`config.mk`:
```
export PLATFORM = sky130hd
export DESIGN_NAME = telemetry_sentence_framer_core
export DESIGN_NICKNAME = d
export VERILOG_FILES = /design/src/rtl/tsf_pkg.sv /design/src/rtl/tsf_frame_enc.sv /design/src/rtl/telemetry_sentence_framer_core.sv
export SDC_FILE = /design/constraint.sdc
export NUM_CORES = 1
export LEC_CHECK = 0
export BUFFER_PORTS_ARGS = -buffer_cell sky130_fd_sc_hd__buf_2
export CORE_ASPECT_RATIO = 0.9
export CORE_MARGIN = 4
export CORE_UTILIZATION = 58
export CTS_BUF_LIST = sky130_fd_sc_hd__clkbuf_8 sky130_fd_sc_hd__clkbuf_16
export DETAILED_ROUTE_END_ITERATION = 10
export PLACE_DENSITY = 0.79
export SETUP_SLACK_MARGIN = 0.02
export SYNTH_ARGS = -nofsm -noshare
export SYNTH_HDL_FRONTEND = slang
export SYNTH_SLANG_ARGS = --single-unit
```
`constraint.sdc`:
```
create_clock -name aclk -period 2.32 [get_ports aclk]
set_input_delay 0.232 -clock aclk [delete_from_list [all_inputs] [get_ports aclk]]
set_output_delay 0.232 -clock aclk [all_outputs]
set_load 0.03 [all_outputs]
```
`src/rtl/tsf_pkg.sv`:
```
// Shared types, constants and helper functions for the telemetry sentence framer.
package tsf_pkg;

    localparam int CHAR_W  = 8;
    localparam int FRAME_W = 11;
    localparam int LEN_W   = 4;
    localparam int CRC_W   = 16;
    localparam int SKIP_W  = 4;
    localparam int CFG_IDX_W  = 2;
    localparam int CFG_DATA_W = 4;
    localparam int SFX_IDX_W  = 3;

    localparam logic [CRC_W-1:0]  CRC_INIT = 16'hFFFF;
    localparam logic [CRC_W-1:0]  CRC_POLY = 16'h1021;
    localparam logic [CHAR_W-1:0] CHAR_STAR = 8'h2A;
    localparam logic [CHAR_W-1:0] CHAR_LF   = 8'h0A;

    localparam logic [SKIP_W-1:0] SKIP_RESET = 4'd2;

    // Configuration register indexes
    localparam logic [CFG_IDX_W-1:0] CFG_SKIP_COUNT = 2'd0;
    localparam logic [CFG_IDX_W-1:0] CFG_DATA_BITS  = 2'd1;
    localparam logic [CFG_IDX_W-1:0] CFG_STOP_BITS  = 2'd2;

    // Suffix positions: '*', four hex digits, newline
    localparam logic [SFX_IDX_W-1:0] SFX_STAR = 3'd0;
    localparam logic [SFX_IDX_W-1:0] SFX_HEX3 = 3'd1;
    localparam logic [SFX_IDX_W-1:0] SFX_HEX2 = 3'd2;
    localparam logic [SFX_IDX_W-1:0] SFX_HEX1 = 3'd3;
    localparam logic [SFX_IDX_W-1:0] SFX_HEX0 = 3'd4;
    localparam logic [SFX_IDX_W-1:0] SFX_LF   = 3'd5;

    typedef struct packed {
        logic data8;   // 8 data bits, else 7
        logic stop2;   // 2 stop bits, else 1
    } frame_cfg_t;

    typedef enum logic [1:0] {
        ST_PASS = 2'b01,
        ST_SFX  = 2'b10
    } state_t;

    function automatic logic [CRC_W-1:0] crc_byte(input logic [CRC_W-1:0] crc,
                                                  input logic [CHAR_W-1:0] b);
        logic [CRC_W-1:0] r;
        r = crc ^ {b, 8'h00};
        for (int k = 0; k < 8; k++) begin
            if (r[CRC_W-1]) begin
                r = {r[CRC_W-2:0], 1'b0} ^ CRC_POLY;
            end else begin
                r = {r[CRC_W-2:0], 1'b0};
            end
        end
        return r;
    endfunction

    function automatic logic [CHAR_W-1:0] hex_digit(input logic [3:0] v);
        logic [CHAR_W-1:0] c;
        if (v < 4'd10) begin
            c = 8'h30 + {4'h0, v};
        end else begin
            c = 8'h37 + {4'h0, v};
        end
        return c;
    endfunction

endpackage

```
`src/rtl/tsf_frame_enc.sv`:
```
// Asynchronous line frame builder: start bit, data bits LSB first, stop bits.
module tsf_frame_enc (
    input  logic [tsf_pkg::CHAR_W-1:0]  ch,
    input  tsf_pkg::frame_cfg_t         cfg,
    output logic [tsf_pkg::FRAME_W-1:0] frame_bits,
    output logic [tsf_pkg::LEN_W-1:0]   frame_length
);

    logic [1:0] stops;

    assign stops = cfg.stop2 ? 2'b11 : 2'b01;

    always_comb begin
        if (cfg.data8) begin
            frame_bits   = {stops, ch, 1'b0};
            frame_length = cfg.stop2 ? 4'd11 : 4'd10;
        end else begin
            frame_bits   = {1'b0, stops, ch[6:0], 1'b0};
            frame_length = cfg.stop2 ? 4'd10 : 4'd9;
        end
    end

endmodule

```
`src/rtl/telemetry_sentence_framer_core.sv`:
```
// Top level of the telemetry sentence framer: CRC, suffix sequencer and result register.
//
// Usage:
//   Sentence characters arrive on the s_ channel (s_in_char, s_is_last), one per item.
//   Each item gives one framed result on the m_ channel in the cycle after acceptance.
//   An item flagged last gives seven results: the character itself, '*', four
//   uppercase hex digits of the CRC-16-CCITT (init 0xFFFF) and a newline.
//   Throughput: one item per cycle while m_ready is high; after a last item the
//   input is held off while the suffix drains through the single result register.
//   The CRC update and frame packing are combinational logic in front of that register.
//   The cfg_ channel writes skip_count (0), data_bits (1) and stop_bits (2); it is
//   always ready and should be used only while the block is idle.
//   Reset (aresetn low, synchronous) restores the register defaults, clears the
//   CRC to 0xFFFF and empties the result register.
//   When the receiver stalls the result is held and s_ready drops, since the
//   result register is the only storage between the two sides.
module telemetry_sentence_framer_core (
    input  logic                            aclk,
    input  logic                            aresetn,
    input  logic                            s_valid,
    output logic                            s_ready,
    input  logic [tsf_pkg::CHAR_W-1:0]      s_in_char,
    input  logic                            s_is_last,
    output logic                            m_valid,
    input  logic                            m_ready,
    output logic [tsf_pkg::CHAR_W-1:0]      m_out_char,
    output logic [tsf_pkg::FRAME_W-1:0]     m_frame_bits,
    output logic [tsf_pkg::LEN_W-1:0]       m_frame_length,
    output logic                            m_is_checksum,
    output logic                            m_last_of_sentence,
    input  logic                            cfg_valid,
    output logic                            cfg_ready,
    input  logic [tsf_pkg::CFG_IDX_W-1:0]   cfg_index,
    input  logic [tsf_pkg::CFG_DATA_W-1:0]  cfg_data
);

    tsf_pkg::state_t                 state_reg, state_next;
    logic [tsf_pkg::SFX_IDX_W-1:0]   sfx_idx_reg, sfx_idx_next;
    logic [tsf_pkg::CRC_W-1:0]       crc_reg, crc_next;
    logic [tsf_pkg::CRC_W-1:0]       sfx_crc_reg, sfx_crc_next;
    logic [tsf_pkg::SKIP_W-1:0]      seen_reg, seen_next;
    logic [tsf_pkg::SKIP_W-1:0]      skip_reg;
    tsf_pkg::frame_cfg_t             fcfg_reg;

    logic                            m_valid_reg, m_valid_next;
    logic [tsf_pkg::CHAR_W-1:0]      char_reg;
    logic [tsf_pkg::FRAME_W-1:0]     bits_reg;
    logic [tsf_pkg::LEN_W-1:0]       len_reg;
    logic                            chk_reg;
    logic                            last_reg;

    logic                            slot_free;
    logic                            load_in;
    logic                            load_sfx;
    logic [tsf_pkg::CRC_W-1:0]       crc_upd;
    logic [tsf_pkg::CHAR_W-1:0]      sfx_char;
    logic [tsf_pkg::CHAR_W-1:0]      enc_char;
    logic [tsf_pkg::FRAME_W-1:0]     enc_bits;
    logic [tsf_pkg::LEN_W-1:0]       enc_len;

    assign cfg_ready = 1'b1;
    assign slot_free = !m_valid_reg || m_ready;
    assign s_ready   = (state_reg == tsf_pkg::ST_PASS) && slot_free;
    assign load_in   = s_valid && s_ready;
    assign load_sfx  = (state_reg == tsf_pkg::ST_SFX) && slot_free;

    // Configuration registers
    always_ff @(posedge aclk) begin
        if (!aresetn) begin
            skip_reg       <= tsf_pkg::SKIP_RESET;
            fcfg_reg.data8 <= 1'b0;
            fcfg_reg.stop2 <= 1'b1;
        end else if (cfg_valid && cfg_ready) begin
            case (cfg_index)
                tsf_pkg::CFG_SKIP_COUNT: skip_reg       <= cfg_data;
                tsf_pkg::CFG_DATA_BITS:  fcfg_reg.data8 <= cfg_data[3];
                tsf_pkg::CFG_STOP_BITS:  fcfg_reg.stop2 <= cfg_data[1];
                default: ;
            endcase
        end
    end

    assign crc_upd = tsf_pkg::crc_byte(crc_reg, s_in_char);

    always_comb begin
        case (sfx_idx_reg)
            tsf_pkg::SFX_STAR: sfx_char = tsf_pkg::CHAR_STAR;
            tsf_pkg::SFX_HEX3: sfx_char = tsf_pkg::hex_digit(sfx_crc_reg[15:12]);
            tsf_pkg::SFX_HEX2: sfx_char = tsf_pkg::hex_digit(sfx_crc_reg[11:8]);
            tsf_pkg::SFX_HEX1: sfx_char = tsf_pkg::hex_digit(sfx_crc_reg[7:4]);
            tsf_pkg::SFX_HEX0: sfx_char = tsf_pkg::hex_digit(sfx_crc_reg[3:0]);
            tsf_pkg::SFX_LF:   sfx_char = tsf_pkg::CHAR_LF;
            default:           sfx_char = tsf_pkg::CHAR_LF;
        endcase
    end

    assign enc_char = (state_reg == tsf_pkg::ST_SFX) ? sfx_char : s_in_char;

    tsf_frame_enc u_enc (
        .ch           (enc_char),
        .cfg          (fcfg_reg),
        .frame_bits   (enc_bits),
        .frame_length (enc_len)
    );

    always_comb begin
        state_next   = state_reg;
        sfx_idx_next = sfx_idx_reg;
        crc_next     = crc_reg;
        sfx_crc_next = sfx_crc_reg;
        seen_next    = seen_reg;
        m_valid_next = m_valid_reg && !m_ready;
        if (load_in) begin
            m_valid_next = 1'b1;
            if (seen_reg >= skip_reg) begin
                sfx_crc_next = crc_upd;
                crc_next     = crc_upd;
            end else begin
                sfx_crc_next = crc_reg;
                seen_next    = seen_reg + 1'b1;
            end
            if (s_is_last) begin
                // Latch the final CRC and restart the sentence state
                state_next   = tsf_pkg::ST_SFX;
                sfx_idx_next = tsf_pkg::SFX_STAR;
                crc_next     = tsf_pkg::CRC_INIT;
                seen_next    = '0;
            end
        end else if (load_sfx) begin
            m_valid_next = 1'b1;
            if (sfx_idx_reg == tsf_pkg::SFX_LF) begin
                state_next = tsf_pkg::ST_PASS;
            end else begin
                sfx_idx_next = sfx_idx_reg + 1'b1;
            end
        end
    end

    always_ff @(posedge aclk) begin
        if (!aresetn) begin
            state_reg   <= tsf_pkg::ST_PASS;
            sfx_idx_reg <= tsf_pkg::SFX_STAR;
            crc_reg     <= tsf_pkg::CRC_INIT;
            seen_reg    <= '0;
            m_valid_reg <= 1'b0;
        end else begin
            state_reg   <= state_next;
            sfx_idx_reg <= sfx_idx_next;
            crc_reg     <= crc_next;
            seen_reg    <= seen_next;
            m_valid_reg <= m_valid_next;
        end
    end

    // Result payload: load on either source, hold otherwise
    always_ff @(posedge aclk) begin
        sfx_crc_reg <= sfx_crc_next;
        if (load_in || load_sfx) begin
            char_reg <= enc_char;
            bits_reg <= enc_bits;
            len_reg  <= enc_len;
            chk_reg  <= load_sfx;
            last_reg <= load_sfx && (sfx_idx_reg == tsf_pkg::SFX_LF);
        end
    end

    assign m_valid            = m_valid_reg;
    assign m_out_char         = char_reg;
    assign m_frame_bits       = bits_reg;
    assign m_frame_length     = len_reg;
    assign m_is_checksum      = chk_reg;
    assign m_last_of_sentence = last_reg;

    a_no_input_in_suffix: assert property (@(posedge aclk) disable iff (!aresetn)
        (state_reg == tsf_pkg::ST_SFX) |-> !s_ready)
        else $error("input accepted during suffix burst");

    a_last_starts_suffix: assert property (@(posedge aclk) disable iff (!aresetn)
        (s_valid && s_ready && s_is_last) |=> (state_reg == tsf_pkg::ST_SFX))
        else $error("last item did not start suffix");

    a_last_is_checksum: assert property (@(posedge aclk) disable iff (!aresetn)
        (m_valid && m_last_of_sentence) |-> m_is_checksum)
        else $error("sentence end outside suffix");

    a_suffix_body_in_sfx: assert property (@(posedge aclk) disable iff (!aresetn)
        (m_valid && m_is_checksum && !m_last_of_sentence) |-> (state_reg == tsf_pkg::ST_SFX))
        else $error("suffix item shown while sequencer idle");

endmodule

```
# --- Yosys cells after proc, flatten, opt, wreduce, memory -nomap -nowiden ---
# Cells that the tools add are included.
op_classes:
  eq_ne: 12
  add_sub_neg: 10
  n_bitwise: 9
  n_lt_le_gt_ge: 5
  muxes: 33
  n_reduce_logical: 19
op_table:
  columns: ["cell", "n"]
  rows:
  - ["$mux 13", 8]
  - ["$add 6x4->7 const A", 8]
  - ["$pmux 7 s5", 1]
  - ["$mux 16", 2]
  - ["$mux 7", 4]
  - ["$not 3->3", 8]
  - ["$lt 4x4->1 const B", 4]
  - ["$xor 16x16->16", 1]
  - ["$mux 2", 6]
  - ["$mux 3", 4]
  - ["$mux 4", 3]
  - ["$mux 10", 1]
  - ["$mux 8", 1]
  - ["$reduce_and 2->1", 4]
  - ["$eq 3x2->1 const B", 2]
  - ["$eq 3x3->1 const B", 2]
  - ["$ne 2x2->1 const B", 3]
  - ["$reduce_and 3->1", 2]
  - ["$logic_and 1x1->1", 5]
  - ["$add 4x1->4 const B", 1]
  - ["$eq 2x1->1 const B", 2]
  - ["$eq 2x2->1 const B", 2]
  - ["$ge 4x4->1", 1]
  - ["$reduce_bool 2->1", 2]
  - ["7 further kinds", 11]
word_totals:
  reg_bits: 73
  out_inout_bits: 28
  in_bits: 20

# --- Depth between registers and ports, before layout ---
# Gate-level depths: netlist of the first run.
logic_depth:
  word_depth: 19
  mapped_depth: 9

# --- By module ---
# Synthesis of the first run repeated with hierarchy kept, for this count alone.
hier_totals:
  cells_unflattened: 383
  hier_area_um2: 3829.9
modules_own_cells:
  columns: ["module", "n_inst", "cells_each", "area_each_um2", "seq_area_each_um2"]
  rows:
  - ["telemetry_sentence_framer_core", 1, 363, 3693.5, 1871.8]
  - ["tsf_frame_enc", 1, 20, 136.4, 0.0]

# --- Worst setup path before layout of the first run ---
# OpenSTA, ideal clock, no wires.
synth_path:
  path_kind: "register -> register"
  startpoint: "reg seen_reg[0] in the netlist's numbering"
  endpoint: "reg seen_reg[2] in the netlist's numbering"
  arrival_time_ns: 1.593
  stages_incl_launch_ff: 8
  synth_period_minus_slack_ns: 1.713
  n_path_buf: 1
  setup_slack_ns: 0.607
  path_cell_list: "dfxtp_1 > inv_1 > ha_1 > o21ai_1 > a21o_1 > buf_4 > a21oi_1 > o31a_1"
synth_between:
  elab_chain_len: 3
  word_cells_on_any_way: 6
synth_rtl:
  columns: ["item", "line", "source"]
  rows:
  - ["start, declared", "telemetry_sentence_framer_core.sv:41", "logic [tsf_pkg::SKIP_W-1:0] seen_reg, seen_next;"]
  - ["start signal, assigned", "telemetry_sentence_framer_core.sv:150", "seen_reg <= seen_next;"]
  - ["$add 4x1->4 or $ge 4x4->1 (tied branches)", "telemetry_sentence_framer_core.sv:120, telemetry_sentence_framer_core.sv:115", null]
  - ["$mux 4 or $ne 2x2->1 (tied branches)", null, null]
  - ["$mux 4 or $reduce_and 2->1 (tied branches)", null, null]
# Several ways; a longest one is shown, not always the timed one. The select of a mux whose other input is x is not followed.
# A chain may end at the register's enable or synchronous reset.

# --- Worst setup path in the final report of the first run ---
# Same ends and word-level chain as after synthesis.

==> metrics, run 1 <==
clock buffer depth=2; routed vias/inst=5.55; DP HPWL=5280 µm; post-route DRC violation count=0; CP startpoint kind=register; flip-flop and latch count after synthesis=62; Multi-input gate area=0.00179 mm²; Leak=1.57 nW; fill count=450; synthesized netlist cell count=366; total power=2.49 mW; Worst-Skew Late Latency=340 ps; TritonCTS clock tree=done; CTS clk-pin slew, worst paths=70 ps; CTS buffer count=9; Final Util=67.2%; Worst path max stage delay=370 ps; 1st-pass router iterations=5; Avg Cell Area, Syn=9.66 µm²; first-pass GRT wire length=11700 µm; share of cells above drive strength 1=20.0%; CTS root buf=clkbuf_8; area leader, netlist=edfxtp_1; CP Capture Type=register; GP Congestion=0.957; post-route clock period utilization=85.3%; worst path required time=2560 ps; Pwr Density=640 mW/mm²; initial antenna violation count=0; Clock Skews=6.66 ps; DR iter-0 viols=170; setup TNS=0 ps; FF+latch area=0.00154 mm²; CP arrival=2220 ps; cells along the critical path=inv_1 -> ha_1 -> o21ai_1 -> a21o_1 -> buf_4 -> a21oi_1 -> o31a_1; kind of critical path=reg2reg; PortBufs=43; main area contributors after synthesis=edfxtp_1, dfxtp_1, nand2_1; Synth Flop Type=dfxtp_1; final setup fails=0; Slew Limit Headroom=62.4%; RSZ-0062 raised after global routing=no; # clock sinks=62; Synth Cell Area=0.00354 mm²; GR Overflow Total=0; Antenna Nets Post-Route=0; Max Cap Viol=0; post-CTS sizing=0; Core Area=0.00579 mm²; Slowest-stage cell, CP=dfxtp_1; Die Y=82.1 µm; area grow syn2layout=9.94%; Worst-Margin Slew=563 ps; CTS H-tree depth=3; vias in the first global route=2463; Total GRT Usage=20.2%; Yosys cell types=62; Final min period=1980 ps; DR WL/cell=14.6 µm; largest net degree at the start of global routing=24; via count=2657; Async SR Flop Fraction=0%; Hold-fix buffers, CTS=0; Final Hold Fails=0; min-delay worst type=in2reg; post-CTS setup buffer count=0; diode count=0; Yosys warning count=0; Synth top area share=25.5%; row count=26; Initial Util=61.1%; Die W=90.3 µm; status=finished, final reports clean; DRT Wirelength=7000 µm; die area=0.00741 mm²; nets@finish=438; hold_ws=130 ps; io pins=48; Crit Path Max Fanout=19; maximum VDD drop=0.494 mV; number of flops mapped to enable cells by yosys=30; Pins Over Slew Limit=0; register area share after synthesis=43.6%; fmax=0.505 GHz
## cells in the final DEF, fill, tap and decap left out, types with 6 or more instances in the layout
master / count
edfxtp_1: 30
o22a_1: 16
a21oi_1: 12
inv_1: 15
xnor2_2: 6
nor2b_1: 10
ha_1: 14
nor2_1: 15
buf_2: 43
xor2_1: 9
nand2_1: 74
dfxtp_1: 32
clkbuf_8: 9
xnor2_1: 13
o21ai_1: 17
## critical path: cells and delay by family (launching register included)
family,cells,cell delay [ps]
adders and majority gates,1,300
DFF,1,370
AOI/OAI and AO/OA,4,870
buffers and inverters,2,330
## final timing paths
| path | startpoint | to | slack [ps] | cells past startpoint |
|---|---|---|---|---|
| max | seen_reg[0]$_SDFFE_PN0P_ | seen_reg[2]$_SDFFE_PN0P_ | 340 | 7 |
| min | cfg_data[1] | fcfg_reg[0]$_SDFFE_PN1P_ | 130 | 3 |
| max reg2reg | seen_reg[0]$_SDFFE_PN0P_ | seen_reg[2]$_SDFFE_PN0P_ | 340 | 7 |
| min reg2reg | seen_reg[0]$_SDFFE_PN0P_ | seen_reg[0]$_SDFFE_PN0P_ | 490 | 2 |
## layout make-up
class                      instances  share of cell area (%)
inverter                          20                    1.93
sequential                        62                    39.6
timing repair buffer              45                    5.92
clock buffer                       9                    3.19
multi-input combinational        266                    46.0
tap                               70                    2.25
clock inverter                     7                    1.03
## synthesized netlist by cell type, types with 6 or more instances
library cell,number
nand2_1,74
dfxtp_1,32
edfxtp_1,30
o21ai_1,17
o22a_1,16
inv_1,15
nor2_1,15
buf_4,14
ha_1,14
xnor2_1,13
a21oi_1,12
nor2b_1,10
xor2_1,9
xnor2_2,6
## power breakdown
| group | leakage (nW) | internal [mW] | switching [mW] |
|---|---|---|---|
| Combinational | 0.974 | 0.148 | 0.286 |
| Sequential | 0.515 | 1.22 | 0.0404 |
| Clock | 0.0781 | 0.377 | 0.420 |
## metal layers
layer / up-vias / track usage (%) / part of all wire (%)
li1: 1349 / - / -
met1: 1227 / 25.8 / 46
met2: 69 / 32.6 / 47
met3: 12 / 6.50 / 5.4
met4: 0 / 7.49 / 1.6
met5: - / 0 / 0
## cell families after synthesis
family | synth area share [%]
multiplexers | 0.849
flip-flops | 43.6
XOR/XNOR | 9.13
AO/OA/AOI/OAI | 15.9
other | 0.212
buffers and inverters | 6.01
AND/OR/NAND/NOR | 19.3
adder cells (fa/ha/maj) | 4.95
## metrics by stage
| step | cell area (µm²) | cells | worst slack [ps] |
|---|---|---|---|
| after detailed placement | 3720 | 463 | 347 |
| final | 3890 | 479 | 341 |
| after CTS | 3890 | 479 | 329 |
| after global routing | 3890 | 479 | 196 |
| after global placement | 3720 | 463 | 453 |
| after floorplan | 3540 | 368 | 607 |
Power figures use the tool's default switching activity.
==> run 2, diff against run 1 <==
--- a/config.mk
+++ b/config.mk
@@ -6,9 +6,11 @@
 export NUM_CORES = 1
 export LEC_CHECK = 0
 export BUFFER_PORTS_ARGS = -buffer_cell sky130_fd_sc_hd__buf_2
+export CELL_PAD_IN_SITES_DETAIL_PLACEMENT = 1
+export CELL_PAD_IN_SITES_GLOBAL_PLACEMENT = 1
 export CORE_ASPECT_RATIO = 0.9
 export CORE_MARGIN = 4
-export CORE_UTILIZATION = 58
+export CORE_UTILIZATION = 45
 export CTS_BUF_LIST = sky130_fd_sc_hd__clkbuf_8 sky130_fd_sc_hd__clkbuf_16
 export DETAILED_ROUTE_END_ITERATION = 10
 export PLACE_DENSITY = 0.79
==> metrics, run 2 (same netlist as run 1, synthesis figures left out) <==
status=finished, final reports clean; routed vias/inst=5.45 (-1.8%); PortBufs=43 (unchanged); TritonCTS clock tree=done; io pins=48 (unchanged); Core Area=0.00758 mm² (+31%); Clock Skews=6.40 ps (-0.261 ps); DP HPWL=6890 µm (+31%); Die W=101 µm (+12%); Pins Over Slew Limit=0 (unchanged); Worst-Margin Slew=583 ps (+19.9 ps); DRT Wirelength=8850 µm (+26%); 1st-pass router iterations=7 (+2); Final min period=1890 ps (-84.4 ps); final cell count without fillers=506 (+5.6%); setup TNS=0 ps (unchanged); Crit Path Max Fanout=14 (-5); CTS H-tree depth=3 (unchanged); GR Overflow Total=0 (unchanged); maximum VDD drop=0.343 mV (-31%); Initial Util=46.7% (-14 points); min-delay worst type=in2reg; Worst-Skew Late Latency=350 ps (about the same); area grow syn2layout=12.0%; kind of critical path=reg2reg; diode count=0 (unchanged); most frequent cells in the layout=nand2_1, buf_2, dfxtp_1; Final Worst Setup Slack=425 ps (+84.4 ps); Final Hold Fails=0 (unchanged); vias in the first global route=2774 (+13%); Leak=1.59 nW (+1.5%); Place WS=436 ps (+89.3 ps); nets@finish=439 (+0.23%); Hold Path Sink=fcfg_reg[0]$_SDFFE_PN1P_; worst path required time=2560 ps (about the same); CP startpoint kind=register; DR iter-0 viols=82 (-52%); r2r setup slk=430 ps (+80 ps); fmax=0.528 GHz (+4.5%); Register-to-Register Path Depth=7 (unchanged); post-CTS setup buffer count=0 (unchanged); row count=30 (+15%); first-pass GRT wire length=14200 µm (+22%); total power=2.67 mW (+7.2%); Pwr Density=674 mW/mm² (+5.3%); clock buffer depth=2 (unchanged); worst hold stages=3 (unchanged); RSZ-0062 raised after global routing=no; share of cells above drive strength 1=20.7% (+0.68 points); CP arrival=2140 ps (-80 ps); Slew Limit Headroom=61.0% (-1.3 points); Critical R2R Launch=seen_reg[0]$_SDFFE_PN0P_; Antenna Nets Post-Route=0 (unchanged); CTS buffer count=9 (unchanged); final setup fails=0 (unchanged); Die Y=92.1 µm (+12%); post-route clock period utilization=81.7% (-3.6 points); post-route DRC violation count=0 (unchanged); die area=0.00935 mm² (+26%); Hold-fix buffers, CTS=0 (unchanged); r2r endpoint=seen_reg[2]$_SDFFE_PN0P_; CTS clk-pin slew, worst paths=80 ps (about the same); CTS root buf=clkbuf_8; Total GRT Usage=19.7% (-0.53 points); via count=2756 (+3.7%); Post-DP Area=0.00376 mm² (+1.1%); # clock sinks=62 (unchanged); post-route cell area=0.00396 mm² (+1.9%); DR WL/cell=17.5 µm (+20%); post-CTS sizing=0 (unchanged); Hold Startpoint=cfg_data[1]; placed insts=490 (+5.8%); most common cell after layout, fill and taps aside=nand2_1; CP Capture Type=register; largest net degree at the start of global routing=24 (unchanged); Max Cap Viol=0 (unchanged); GP Congestion=0.910 (-4.9%); initial antenna violation count=0 (unchanged)
## run 2: through the flow
step | utilization (%) | hold WS, ps
after floorplan | - | 357
after global placement | 49.7 | 472
after detailed placement | 49.7 | 482
after CTS | 52.2 | 131
after global routing | 52.2 | 146
final | 52.2 | 147
## run 2: routing by layer
layer / share of wire (%) / track usage [%]
met5: 0 / 0
met1: 44 / 25.6
met2: 49 / 31.8
met4: 1.5 / 6.76
met3: 5.9 / 4.87
## run 2: worst max-delay path by stage
stage                                           to                startpoint  depth (start not counted)  slack, ps
final                     seen_reg[2]$_SDFFE_PN0P_  seen_reg[0]$_SDFFE_PN0P_                          7        430
after global routing      seen_reg[2]$_SDFFE_PN0P_  seen_reg[0]$_SDFFE_PN0P_                          7        320
after detailed placement  seen_reg[2]$_SDFFE_PN0P_  seen_reg[0]$_SDFFE_PN0P_                          7        440
after global placement    seen_reg[2]$_SDFFE_PN0P_  seen_reg[0]$_SDFFE_PN0P_                          7        510
after CTS                 seen_reg[2]$_SDFFE_PN0P_  seen_reg[0]$_SDFFE_PN0P_                          7        420
after floorplan           seen_reg[2]$_SDFFE_PN0P_  seen_reg[0]$_SDFFE_PN0P_                          7        610
## run 2: final cells by class
class                           instances  area [µm²]
Clock buffer                            9         124
Clock inverter                          7        72.6
Fill cell                             900        3620
Inverter                               20        75.1
Multi-Input combinational cell        266        1790
Sequential cell                        62        1540
Tap cell                               96         120
Timing Repair Buffer                   46         238
## run 2: power breakdown
group	leakage [nW]	switching, mW	internal [mW]
combinational	0.978	0.304	0.150
sequential	0.515	0.0426	1.22
clock	0.0972	0.459	0.497
total	1.59	0.805	1.86
## run 2: worst max-delay path, cell delays in order, from the launching register on
cell and delay (ps):
dfxtp_1 370, inv_1 70, ha_1 290, o21ai_1 250, a21o_1 230, buf_4 240, a21oi_1 90, o31a_1 230
